$ cat config.mk
export PLATFORM = sky130hd
export DESIGN_NAME = bundle_primary_block_parser_unit
export DESIGN_NICKNAME = d
export VERILOG_FILES = /design/src/hw/rtl/bpbp_pkg.sv /design/src/hw/rtl/bundle_primary_block_parser_unit.sv
export SDC_FILE = /design/constraint.sdc
export NUM_CORES = 1
export LEC_CHECK = 0
export BUFFER_PORTS_ARGS = -buffer_cell sky130_fd_sc_hd__buf_2
export CAP_MARGIN = 30
export CORE_MARGIN = 2
export CORE_UTILIZATION = 64
export CTS_CLUSTER_DIAMETER = 30
export DETAILED_ROUTE_END_ITERATION = 6
export MAX_ROUTING_LAYER = met4
export PLACE_DENSITY = 0.93
export SLEW_MARGIN = 10
export SYNTH_ARGS = -nofsm -noshare
export SYNTH_HDL_FRONTEND = slang
export SYNTH_SLANG_ARGS = --single-unit
$ cat constraint.sdc
create_clock -name clock -period 10.54 [get_ports clock]
set_clock_uncertainty 0.05 [all_clocks]
set_input_delay 1.054 -clock clock [delete_from_list [all_inputs] [get_ports clock]]
set_output_delay 1.054 -clock clock [all_outputs]
set_load 0.1 [all_outputs]
$ cat src/hw/rtl/bpbp_pkg.sv
// Shared field codes and field width masks for the primary block parser.
package bpbp_pkg;

   localparam int unsigned FieldIdWidth = 5;
   localparam int unsigned ValueWidth   = 64;
   localparam int unsigned DictWidth    = 32;

   typedef logic [FieldIdWidth-1:0] field_id_type;
   typedef logic [ValueWidth-1:0]   value_type;
   typedef logic [DictWidth-1:0]    dict_count_type;

   localparam field_id_type FID_VERSION      = 5'd0;
   localparam field_id_type FID_FLAGS        = 5'd1;
   localparam field_id_type FID_OFFSET_FIRST = 5'd3;
   localparam field_id_type FID_OFFSET_LAST  = 5'd18;
   localparam field_id_type FID_TIMESTAMP    = 5'd19;
   localparam field_id_type FID_LIFETIME     = 5'd21;
   localparam field_id_type FID_DICT_LEN     = 5'd22;
   localparam field_id_type FID_DICT_BYTE    = 5'd23;
   localparam field_id_type FID_FRAG         = 5'd24;
   localparam field_id_type FID_ADU          = 5'd25;

   // Each decoded field is cut down to the width it is stored at.
   function automatic value_type width_mask(input field_id_type id);
      value_type mask;
      case (id) inside
         FID_FLAGS:                           mask = 64'h0000_0000_0000_00FF;
         [FID_OFFSET_FIRST:FID_OFFSET_LAST]:  mask = 64'h0000_0000_0000_FFFF;
         FID_TIMESTAMP, FID_LIFETIME:         mask = 64'hFFFF_FFFF_FFFF_FFFF;
         default:                             mask = 64'h0000_0000_FFFF_FFFF;
      endcase
      return mask;
   endfunction

endpackage

$ cat src/hw/rtl/bundle_primary_block_parser_unit.sv
// Primary block parser: takes the header one byte per transaction and emits each finished
// field. Every byte is decoded in the cycle it is accepted, so a new byte can be taken in
// every clock cycle; the only limit is the single output register, which holds a result
// until the consumer takes it. A version or dictionary byte yields one result, an SDNV
// continuation byte yields none, and the closing byte of an SDNV yields the field value
// masked to its width, with an overflow flag if the value needed more than 64 bits. A
// byte with restart set starts a new header and is taken as the version byte.
module bundle_primary_block_parser_unit
   import bpbp_pkg::*;
(
   input  logic                    clock,
   input  logic                    reset,
   input  logic                    req_valid,
   output logic                    req_stall,
   input  logic [7:0]              req_data_byte,
   input  logic                    req_restart,
   output logic                    rsp_valid,
   input  logic                    rsp_stall,
   output logic [FieldIdWidth-1:0] rsp_field_id,
   output logic [ValueWidth-1:0]   rsp_field_value,
   output logic                    rsp_header_done,
   output logic                    rsp_overflow
);

   field_id_type   field_index_ff, field_index_in;
   value_type      acc_ff, acc_in;
   logic           ovf_ff, ovf_in;
   dict_count_type dict_ff, dict_in;

   logic           rsp_valid_ff, rsp_valid_in;
   field_id_type   rsp_id_ff;
   value_type      rsp_value_ff;
   logic           rsp_done_ff;
   logic           rsp_ovf_ff;

   logic           take;
   field_id_type   cur_id;
   value_type      cur_acc;
   logic           cur_ovf;
   dict_count_type cur_dict;
   dict_count_type dict_dec;
   value_type      shifted;
   value_type      masked;
   logic           shift_ovf;

   logic           emit;
   field_id_type   emit_id;
   value_type      emit_value;
   logic           emit_done;
   logic           emit_ovf;

   assign req_stall = rsp_valid_ff & rsp_stall;
   assign take      = req_valid & ~req_stall;

   always_comb begin
      if (req_restart || field_index_ff > FID_ADU) begin
         cur_id = FID_VERSION;
      end else begin
         cur_id = field_index_ff;
      end
      cur_acc  = req_restart ? '0 : acc_ff;
      cur_ovf  = req_restart ? 1'b0 : ovf_ff;
      cur_dict = req_restart ? '0 : dict_ff;
   end

   assign dict_dec  = cur_dict - dict_count_type'(1);
   assign shift_ovf = cur_ovf | (cur_acc[ValueWidth-1 -: 7] != 7'd0);
   assign shifted   = {cur_acc[ValueWidth-8:0], req_data_byte[6:0]};
   assign masked    = shifted & width_mask(cur_id);

   always_comb begin
      field_index_in = cur_id;
      acc_in         = cur_acc;
      ovf_in         = cur_ovf;
      dict_in        = cur_dict;
      emit           = 1'b0;
      emit_id        = cur_id;
      emit_value     = '0;
      emit_done      = 1'b0;
      emit_ovf       = 1'b0;

      if (cur_id == FID_VERSION) begin
         emit           = 1'b1;
         emit_value     = {56'd0, req_data_byte};
         field_index_in = FID_FLAGS;
      end else if (cur_id == FID_DICT_BYTE) begin
         emit       = 1'b1;
         emit_value = {56'd0, req_data_byte};
         dict_in    = dict_dec;
         if (dict_dec == '0) begin
            field_index_in = FID_FRAG;
         end
      end else if (req_data_byte[7]) begin
         // continuation byte: keep shifting
         acc_in = shifted;
         ovf_in = shift_ovf;
      end else begin
         emit       = 1'b1;
         emit_value = masked;
         emit_ovf   = shift_ovf;
         acc_in     = '0;
         ovf_in     = 1'b0;
         if (cur_id == FID_ADU) begin
            emit_done      = 1'b1;
            field_index_in = FID_VERSION;
         end else if (cur_id == FID_DICT_LEN) begin
            dict_in        = masked[DictWidth-1:0];
            field_index_in = (masked[DictWidth-1:0] != '0) ? FID_DICT_BYTE : FID_FRAG;
         end else begin
            field_index_in = cur_id + field_id_type'(1);
         end
      end
   end

   always_comb begin
      if (take && emit) begin
         rsp_valid_in = 1'b1;
      end else begin
         rsp_valid_in = rsp_valid_ff & rsp_stall;
      end
   end

   always_ff @(posedge clock) begin
      if (reset) begin
         field_index_ff <= FID_VERSION;
         acc_ff         <= '0;
         ovf_ff         <= 1'b0;
         dict_ff        <= '0;
         rsp_valid_ff   <= 1'b0;
      end else begin
         rsp_valid_ff <= rsp_valid_in;
         if (take) begin
            field_index_ff <= field_index_in;
            acc_ff         <= acc_in;
            ovf_ff         <= ovf_in;
            dict_ff        <= dict_in;
         end
      end
   end

   always_ff @(posedge clock) begin
      if (take && emit) begin
         rsp_id_ff    <= emit_id;
         rsp_value_ff <= emit_value;
         rsp_done_ff  <= emit_done;
         rsp_ovf_ff   <= emit_ovf;
      end
   end

   assign rsp_valid       = rsp_valid_ff;
   assign rsp_field_id    = rsp_id_ff;
   assign rsp_field_value = rsp_value_ff;
   assign rsp_header_done = rsp_done_ff;
   assign rsp_overflow    = rsp_ovf_ff;

endmodule
==> Yosys cells after proc, flatten, opt, wreduce, memory -nomap -nowiden <==
Cells that the tools add are included.
{ "classes": {"bitwise": 5, "n_addsub": 2, "div": 0, "order_cmp": 3, "mul": 0, "shifts": 0, "n_eq_ne": 6, "n_mux": 33, "reduce_logical": 9} }
{ "op_table": {"columns": ["op", "count"], "rows": [
  ["$mux W64", 7],
  ["$mux W32", 6],
  ["$and A64 B64 Y64", 1],
  ["$mux W5", 7],
  ["$logic_not A32 Y1", 1],
  ["$reduce_bool A32 Y1", 1],
  ["$sub A32 B1 Y32 const B", 1],
  ["$eq A5 B5 Y1 const B", 5],
  ["$mux W8", 3],
  ["$mux W1", 9],
  ["$reduce_bool A7 Y1", 1],
  ["$add A5 B1 Y5 const B", 1],
  ["$eq A5 B1 Y1 const B", 1],
  ["$ge A5 B2 Y1 const B", 1],
  ["$gt A5 B5 Y1 const B", 1],
  ["$le A5 B5 Y1 const B", 1],
  ["$logic_not A5 Y1", 1],
  ["$mux W4", 1],
  ["$reduce_or A3 Y1", 1],
  ["$and A1 B1 Y1", 2],
  ["$logic_and A1 B1 Y1", 2],
  ["$reduce_or A2 Y1", 1],
  ["$logic_or A1 B1 Y1", 1],
  ["$not A1 Y1", 1],
  ["$or A1 B1 Y1", 1]
]} }
{ "word_totals": {"latch_bits": 0, "romBits": 0, "ff_bits": 174, "mem_bits_rw": 0, "memories": 0, "output_inout_bits": 73, "wordCells": 68, "inputBits": 13} }

==> Longest topological paths before layout <==
Gate-level depths: netlist of the first run.
{ "depth": {"word_depth": 16, "ltp_mapped": 16, "depth_no_buf": 12} }

==> Worst setup path before layout of the first run <==
No wires, ideal clock.
{ "synth_timing": {"path_kind": "input port to flip-flop", "startpoint": "input req_restart", "endpoint": "register rsp_id_ff[0] (netlist: rsp_field_id[0]) (enable)", "n_path_buf": 2, "setup_time_ps": 425, "arrival_ps": 4060, "setup_slack_ps": 6005, "cell_stages": 11, "t_required_ps": 10065, "path_cell_list": "buf_2 -> nor2_1 -> nand2_1 -> inv_1 -> ha_1 -> nand2_1 -> and2_1 -> buf_2 -> nand2_1 -> nand2_1 -> inv_1"} }
{ "synth_between": {"elab_chain_cells": 6, "elab_cells_between_ends": 7, "classes_between": "eq/ne: 1; mux: 3; reduce/logical: 3"} }
{ "synth_lines": {"columns": ["element", "line", "source"], "rows": [
  ["start: declaration", "bundle_primary_block_parser_unit.sv:16", "input logic req_restart,"],
  ["$logic_or A1 B1 Y1 *", "bundle_primary_block_parser_unit.sv:56", "if (req_restart || field_index_ff > FID_ADU) begin"],
  ["$mux W5 *", "bundle_primary_block_parser_unit.sv:56", null],
  ["net cur_id[0]", "bundle_primary_block_parser_unit.sv:37", "field_id_type cur_id;"],
  ["$eq A5 B5 Y1", "bundle_primary_block_parser_unit.sv:86", "end else if (cur_id == FID_DICT_BYTE) begin"],
  ["$mux W1", "bundle_primary_block_parser_unit.sv:86", null],
  ["$mux W1 *", "bundle_primary_block_parser_unit.sv:82", "if (cur_id == FID_VERSION) begin"],
  ["$logic_and A1 B1 Y1 *", "bundle_primary_block_parser_unit.sv:142", "if (take && emit) begin"],
  ["end signal: assignment", "bundle_primary_block_parser_unit.sv:143", "rsp_id_ff <= emit_id;"],
  ["end: declaration", "bundle_primary_block_parser_unit.sv:31", "field_id_type rsp_id_ff;"]
]} }
Mark *: on every way through the listed nets, which the timed path passes. The rest lies on a longest branch.
A chain may end at the register's enable or synchronous reset.

==> Worst setup path after layout of the first run <==
{ "layout_timing": {"startpoint": "input req_restart", "endpoint": "register field_index_ff[1]"} }
{ "layout_between": {"elab_chain_cells": 14, "elab_cells_between_ends": 26, "classes_between": "add/sub: 2; order compare: 2; eq/ne: 4; mux: 12; bitwise: 1; reduce/logical: 5"} }
{ "layout_lines": {"columns": ["element", "line", "source"], "rows": [
  ["$logic_or A1 B1 Y1 *", "bundle_primary_block_parser_unit.sv:56", null],
  ["$mux W5 *", "bundle_primary_block_parser_unit.sv:56", null],
  ["net cur_id[0]", "bundle_primary_block_parser_unit.sv:37", null],
  ["$ge A5 B2 Y1 (implied by the code) or $le A5 B5 Y1 (tied branches)", "bundle_primary_block_parser_unit.sv:69", "assign masked = shifted & width_mask(cur_id);"],
  ["$logic_and A1 B1 Y1 (implied by the code)", "bundle_primary_block_parser_unit.sv:69", null],
  ["$mux W64 (2 in a row)", "bpbp_pkg.sv:26", "case (id) inside"],
  ["$and A64 B64 Y64", "bundle_primary_block_parser_unit.sv:69", null],
  ["$reduce_bool A32 Y1", "bundle_primary_block_parser_unit.sv:108", "field_index_in = (masked[DictWidth-1:0] != '0) ? FID_DICT_BYTE : FID_FRAG;"],
  ["$mux W4", "bundle_primary_block_parser_unit.sv:108", null],
  ["$mux W5", "bundle_primary_block_parser_unit.sv:106", "end else if (cur_id == FID_DICT_LEN) begin"],
  ["$mux W5", "bundle_primary_block_parser_unit.sv:103", "if (cur_id == FID_ADU) begin"],
  ["$mux W5", "bundle_primary_block_parser_unit.sv:93", "end else if (req_data_byte[7]) begin"],
  ["$mux W5", "bundle_primary_block_parser_unit.sv:86", null],
  ["$mux W5 *", "bundle_primary_block_parser_unit.sv:82", null],
  ["end signal: assignment", "bundle_primary_block_parser_unit.sv:133", "field_index_ff <= field_index_in;"],
  ["end: declaration", "bundle_primary_block_parser_unit.sv:25", "field_id_type field_index_ff, field_index_in;"]
]} }
Marks and branches as above.

==> results of run 1 <==
worst min-delay path: cells and delay by family (launching register included):
| kind | cells | cell delay [ps] |
|---|---|---|
| flops | 1 | 350 |
| simple gates | 1 | 80 |
| compound gates | 1 | 70 |
per-stage QoR:
step | setup WS, ps | instances | power (mW) | instance area (um^2)
floorplan | 6000 | 928 | 0.920 | 8540
global placement | 5790 | 1130 | 0.959 | 8980
detailed placement | 5640 | 1132 | 0.961 | 9020
CTS | 5960 | 1164 | 1.58 | 9610
global route | 6010 | 1166 | 1.62 | 9630
finish | 6210 | 1166 | 1.58 | 9630
path summary, 6_finish.rpt:
kind / startpoint / endpoint / slack, ps / cells after the start
worst min register to register: acc_ff[35] / acc_ff[42] / 490 / 2
worst min-delay path: acc_ff[35] / acc_ff[42] / 490 / 2
worst max register to register: field_index_ff[2] / field_index_ff[1] / 6510 / 12
worst max-delay path: req_restart / field_index_ff[1] / 6210 / 13
Yosys cell counts, types with 3 or more instances:
cell type	n	area, um^2
nor2_1	138	518
dfxtp_1	103	2060
and2_1	76	475
a22oi_1	73	548
edfxtp_1	71	2130
nand2_1	62	233
a21oi_1	58	290
clkbuf_1	46	173
o21ai_0	31	155
nor4_1	22	138
nor3_1	18	90.1
nand3_1	17	85.1
o22ai_1	16	100
inv_1	15	56.3
buf_2	12	60.1
a31oi_1	10	62.6
and3_1	8	50.1
buf_1	8	30.0
mux2i_1	8	80.1
o211ai_1	8	60.1
a211oi_1	7	52.6
nand4_1	7	43.8
ha_1	6	75.1
a21o_1	5	37.5
a311oi_1	5	43.8
nor2b_1	5	31.3
o21a_1	5	37.5
o31ai_1	5	37.5
or3_1	5	31.3
nor4b_1	4	35.0
xor2_1	4	35.0
a41oi_1	3	26.3
nor3_4	3	48.8
o21bai_1	3	22.5
xnor2_1	3	26.3
routing by layer:
metal  routed length (um)  up-vias  GRT usage, %
met3                 2760      101          8.03
met2                11400      622          53.0
met5                    0        -             -
li1                     -     3529             -
met1                 9300     3607          46.3
met4                 1040        0          16.0
final cells by class:
type,instances,area (um^2)
tap,176,220
clock buffer,19,433
inverter,15,56.3
sequential,174,4190
multi-input combinational,670,4010
fill,853,3510
antenna,1,2.50
clock inverter,13,153
timing repair buffer,98,558
cells by family after synthesis:
family	after synthesis	share of synthesized area (%)
flops	174	49.1
mux	10	1.20
buf+inv	84	4.09
xor+xnor	7	0.718
fa+ha+maj	6	0.879
simple gates	387	23.5
compound gates	260	20.5
sequential cells by signal, indices dropped and copies added, names as in the netlist:
name             flops
rsp_header_done      1
rsp_field_id         5
acc_ff              64
rsp_field_value     64
dict_ff             32
field_index_ff       5
rsp_overflow         1
rsp_valid            1
ovf_ff               1
power breakdown:
part           leakage [nW]  internal [mW]  switching, mW
clock network         0.275          0.355          0.277
registers              1.55          0.718        0.00767
logic                  1.87         0.0386          0.186
total                  3.70           1.11          0.470
==> metrics.md, run 1 <==
| Metric | Value |
|---|---|
| Worst-margin pin slew | `903 ps` |
| Routability cong. | `1.00` |
| Via count | `7859` |
| Most frequent cells in the layout | `nor2_1 (137), dfxtp_1 (103), buf_2 (84), and2_1 (75), a22oi_1 (73)` |
| DIE HEIGHT | `120 um` |
| Hold Buf Count CTS | `0` |
| Worst-path cell with the longest stage delay | `and2_1` |
| Pleak | `3.70 nW` |
| Fin crit share | `41.1%` |
| CP bufs+invs | `3` |
| Mean Syn Cell Area | `9.20 um^2` |
| First-pass GRT wire length | `38.6 mm` |
| RSZ-0062 raised after global routing | `no` |
| Initial antenna violation count | `1` |
| DR iter-0 viols | `1498` |
| FF+latch count, synth | `174` |
| P&R area growth vs syn | `12.7%` |
| Clk sinks | `174` |
| Setup TNS | `0 ps` |
| DRC Markers | `0` |
| # port buffers | `85` |
| Final Max Tran Viols | `0` |
| Cells after synthesis | `928` |
| Setup bufs post-CTS | `0` |
| Top-Level Pins | `86` |
| Layout cells sized above 1 | `15.2%` |
| H-tree depth | `4` |
| Root Buffer | `clkbuf_16` |
| CTS tree | `built` |
| Crit path kind | `in2reg` |
| Worst skew pair latency | `430 ps` |
| Clock Pin Slew Worst Setup and Hold Paths | `70 ps` |
| Sequential fraction of the synthesis area | `49.1%` |
| Largest net degree at the start of global routing | `90` |
| Core outline area | `13100 um^2` |
| Initial Utilization | `65.0%` |
| Die Width | `120 um` |
| Pwr/cell area | `164 nW/um^2` |
| Fin nets | `995` |
| Setup crit start kind | `input pin` |
| Top delay family on crit path | `simple AND/OR/NAND/NOR gates` |
| Fin crit period | `4330 ps` |
| Vias in the first global route | `7082` |
| Fmax | `0.231 GHz` |
| Worst hold path class | `reg2reg` |
| Final WL | `24.5 mm` |
| Hold_ws | `491 ps` |
| Row cnt | `42` |
| Most used DFF post-synth | `dfxtp_1` |
| Clock Path Buffers | `2` |
| GRT Overall Usage | `35.4%` |
| YS warnings | `0` |
| Gr ovfl total | `0` |
| Maxcap violations | `0` |
| CP max stage delay | `760 ps` |
| DRT Pass-1 Iters | `7` |
| Crit path DAT | `4580 ps` |
| CP max FO | `49` |
| Slew margin rel. | `39.8%` |
| Die area | `14300 um^2` |
| Drt via density | `6.74` |
| Final core utilization | `73.3%` |
| Number of CTS-inserted buffers | `17` |
| Number of flops mapped to enable cells by yosys | `71` |
| Status | `complete, no violations` |
| Worst path cell trace | `buf_2, buf_4, nor2_1, nand2_1, inv_1, ha_1, and2_1, and3_1, nand3_1, a211oi_2, o2111ai_1, nor4_4, o21ai_1` |
| CP Data Required Time | `10800 ps` |
| VDD IR max | `88.7 uV` |
| Syn Nets | `947` |
| Most common cell after layout, fill and taps aside | `nor2_1` |
| Worst Setup End Kind | `register` |
| PostCTS Resize Cnt | `0` |
| Mapped Area | `8540 um^2` |
| WL/cell | `21.0 um` |
| Synth cell types | `73` |
| Setup Viol. Count Final | `0` |
| Hold Violations, Final | `0` |
| DP HPWL | `15.4 mm` |
| Final ANT Viol Nets | `0` |
| Async SR Flop Fraction | `0%` |
Note: power is estimated with default switching activity, not from simulation.
==> run 2, diff against run 1 <==
--- a/config.mk
+++ b/config.mk
@@ -8,11 +8,11 @@
 export BUFFER_PORTS_ARGS = -buffer_cell sky130_fd_sc_hd__buf_2
 export CAP_MARGIN = 30
 export CORE_MARGIN = 2
-export CORE_UTILIZATION = 64
+export CORE_UTILIZATION = 59
 export CTS_CLUSTER_DIAMETER = 30
 export DETAILED_ROUTE_END_ITERATION = 6
 export MAX_ROUTING_LAYER = met4
-export PLACE_DENSITY = 0.93
+export PLACE_DENSITY = 0.88
 export SLEW_MARGIN = 10
 export SYNTH_ARGS = -nofsm -noshare
 export SYNTH_HDL_FRONTEND = slang
==> constraint.sdc (replaced) <==
create_clock -name clock -period 4.3 [get_ports clock]
set_clock_uncertainty 0.05 [all_clocks]
set_input_delay 0.43 -clock clock [delete_from_list [all_inputs] [get_ports clock]]
set_output_delay 0.43 -clock clock [all_outputs]
set_load 0.1 [all_outputs]
==> metrics.md, run 2 (synthesis results as in run 1) <==
| Metric | Value |
|---|---|
| Final WL | `25.4 mm` |
| P&R area growth vs syn | `13.1%` |
| Final Max Tran Viols | `0` |
| Pwr/cell area | `399 nW/um^2` |
| Routability cong. | `1.03` |
| RSZ-0062 raised after global routing | `no` |
| Clk sinks | `174` |
| Failing checks | `DRC` |
| Fin crit share | `88.4%` |
| Status | `finished, violations left` |
| Clock Pin Slew Worst Setup and Hold Paths | `70 ps` |
| Via count | `7815` |
| Hold Violations, Final | `0` |
| CP Launch Point | `field_index_ff[2]` |
| Clock power share | `39.2%` |
| Pleak | `3.74 nW` |
| Crit path DAT | `4090 ps` |
| Top-Level Pins | `86` |
| Layout cells sized above 1 | `15.9%` |
| CP Data Required Time | `4590 ps` |
| Most common cell after layout, fill and taps aside | `nor2_1` |
| Pint | `2.69 mW` |
| Worst r2r src | `field_index_ff[2]` |
| Combinational share of power | `14.6%` |
| R2R depth | `12` |
| Placed cell area | `9080 um^2` |
| Hold Buf Count CTS | `0` |
| Worst-margin pin slew | `950 ps` |
| # port buffers | `85` |
| Root Buffer | `clkbuf_16` |
| Fin nets | `1002` |
| DRC Markers | `7` |
| Worst Setup End Kind | `register` |
| CP max FO | `23` |
| WL/cell | `21.6 um` |
| Reg2reg setup slack | `500 ps` |
| Setup TNS | `0 ps` |
| Multi-input logic area | `4020 um^2` |
| Die area | `15500 um^2` |
| Core outline area | `14000 um^2` |
| VDD IR max | `296 uV` |
| Fin crit period | `3800 ps` |
| Worst Slack Setup Final | `498 ps` |
| Flip-flop and latch area | `4190 um^2` |
| Final core utilization | `69.0%` |
| Gr ovfl total | `0` |
| Switching Power | `1.17 mW` |
| ANT cells | `0` |
| Die Width | `124 um` |
| Row cnt | `43` |
| First-pass GRT wire length | `39.6 mm` |
| Setup crit start kind | `register` |
| Sequential share of power | `46.2%` |
| Most frequent cells in the layout | `nor2_1 (137), dfxtp_1 (103), buf_2 (84), and2_1 (75), a22oi_1 (73)` |
| DR iter-0 viols | `1162` |
| Worst skew pair latency | `420 ps` |
| Setup Viol. Count Final | `0` |
| Largest net degree at the start of global routing | `64` |
| Worst hold path class | `in2reg` |
| Critical R2R Capture | `acc_ff[62]` |
| Initial Utilization | `61.0%` |
| DIE HEIGHT | `124 um` |
| CTS tree | `built` |
| Pwr Total | `3.85 mW` |
| Slew margin rel. | `36.1%` |
| Non-filler cells, final | `1176` |
| Sw Share | `30.3%` |
| Clock Path Buffers | `2` |
| DP HPWL | `17.0 mm` |
| Crit path kind | `reg2reg` |
| GRT Overall Usage | `32.9%` |
| PostCTS Resize Cnt | `0` |
| Number of CTS-inserted buffers | `17` |
| H-tree depth | `4` |
| DP Cell Count | `1144` |
| Finished Cell Area | `9660 um^2` |
| Drt via density | `6.65` |
| Worst Setup EP | `acc_ff[62]` |
| Vias in the first global route | `7047` |
| DRT Pass-1 Iters | `7` |
| Setup bufs post-CTS | `0` |
| Hold_ws | `276 ps` |
| Final ANT Viol Nets | `0` |
| Maxcap violations | `0` |
| Initial antenna violation count | `0` |
| Fmax | `0.263 GHz` |
| Worst slack, placed | `675 ps` |
| Fill count | `1014` |
run 2: changes by cell type in the layout (fill, tap and decap cells not counted):
| cell | change |
|---|---|
| buf_4 | +8 |
| clkinv_2 | +1 |
| diode_2 | -1 |
| bufinv_16 | -1 |
| buf_16 | -1 |
| o31ai_2 | +1 |
| clkinv_4 | +2 |
| clkinv_8 | +1 |
| o31ai_1 | -1 |
| inv_8 | -1 |
| clkbuf_8 | +1 |
| clkinvlp_4 | -3 |
run 2: how the worst min path moves through the flow:
stage                      from    endpoint  cells after the start
2_1_floorplan        acc_ff[59]  acc_ff[59]                      2
3_3_place_gp         acc_ff[62]  acc_ff[62]                      2
3_5_place_dp         acc_ff[60]  acc_ff[60]                      2
4_1_cts        req_data_byte[6]   acc_ff[6]                      3
5_1_grt        req_data_byte[6]   acc_ff[6]                      3
6_report       req_data_byte[6]   acc_ff[6]                      3
run 2: power by group through the flow:
stage	clock network [mW]	logic [mW]	registers (mW)
after floorplan	0	0.179	2.08
after global placement	0	0.555	1.81
after detailed placement	0	0.554	1.81
after CTS	1.50	0.556	1.78
after global routing	1.58	0.582	1.78
final	1.51	0.563	1.78
run 2: metal layers:
metal	global-route usage [%]	vias up	part of all wire [%]	wire length (um)
met2	50.5	572	47	12000
met3	6.01	69	10	2610
met5	-	-	0	0
met1	44.4	3640	40	10200
met4	11.2	0	2.5	637
li1	-	3534	-	-
run 2: area by class of cell:
type | count | share of cell area, %
clock inverter | 12 | 1.32
sequential | 174 | 43.4
clock buffer | 20 | 4.63
multi-input combinational | 670 | 41.6
timing repair buffer | 105 | 6.12
inverter | 15 | 0.583
tap | 180 | 2.33
run 2: worst max-delay path, cell delays in order (launching register included):
cell,delay [ps]
dfxtp_1,420
o211a_1,320
nor2_1,370
and2_1,270
inv_1,80
ha_1,200
o31ai_2,90
and2_1,450
and3_1,460
and2_2,380
buf_4,320
a22oi_1,120
nor2_1,180
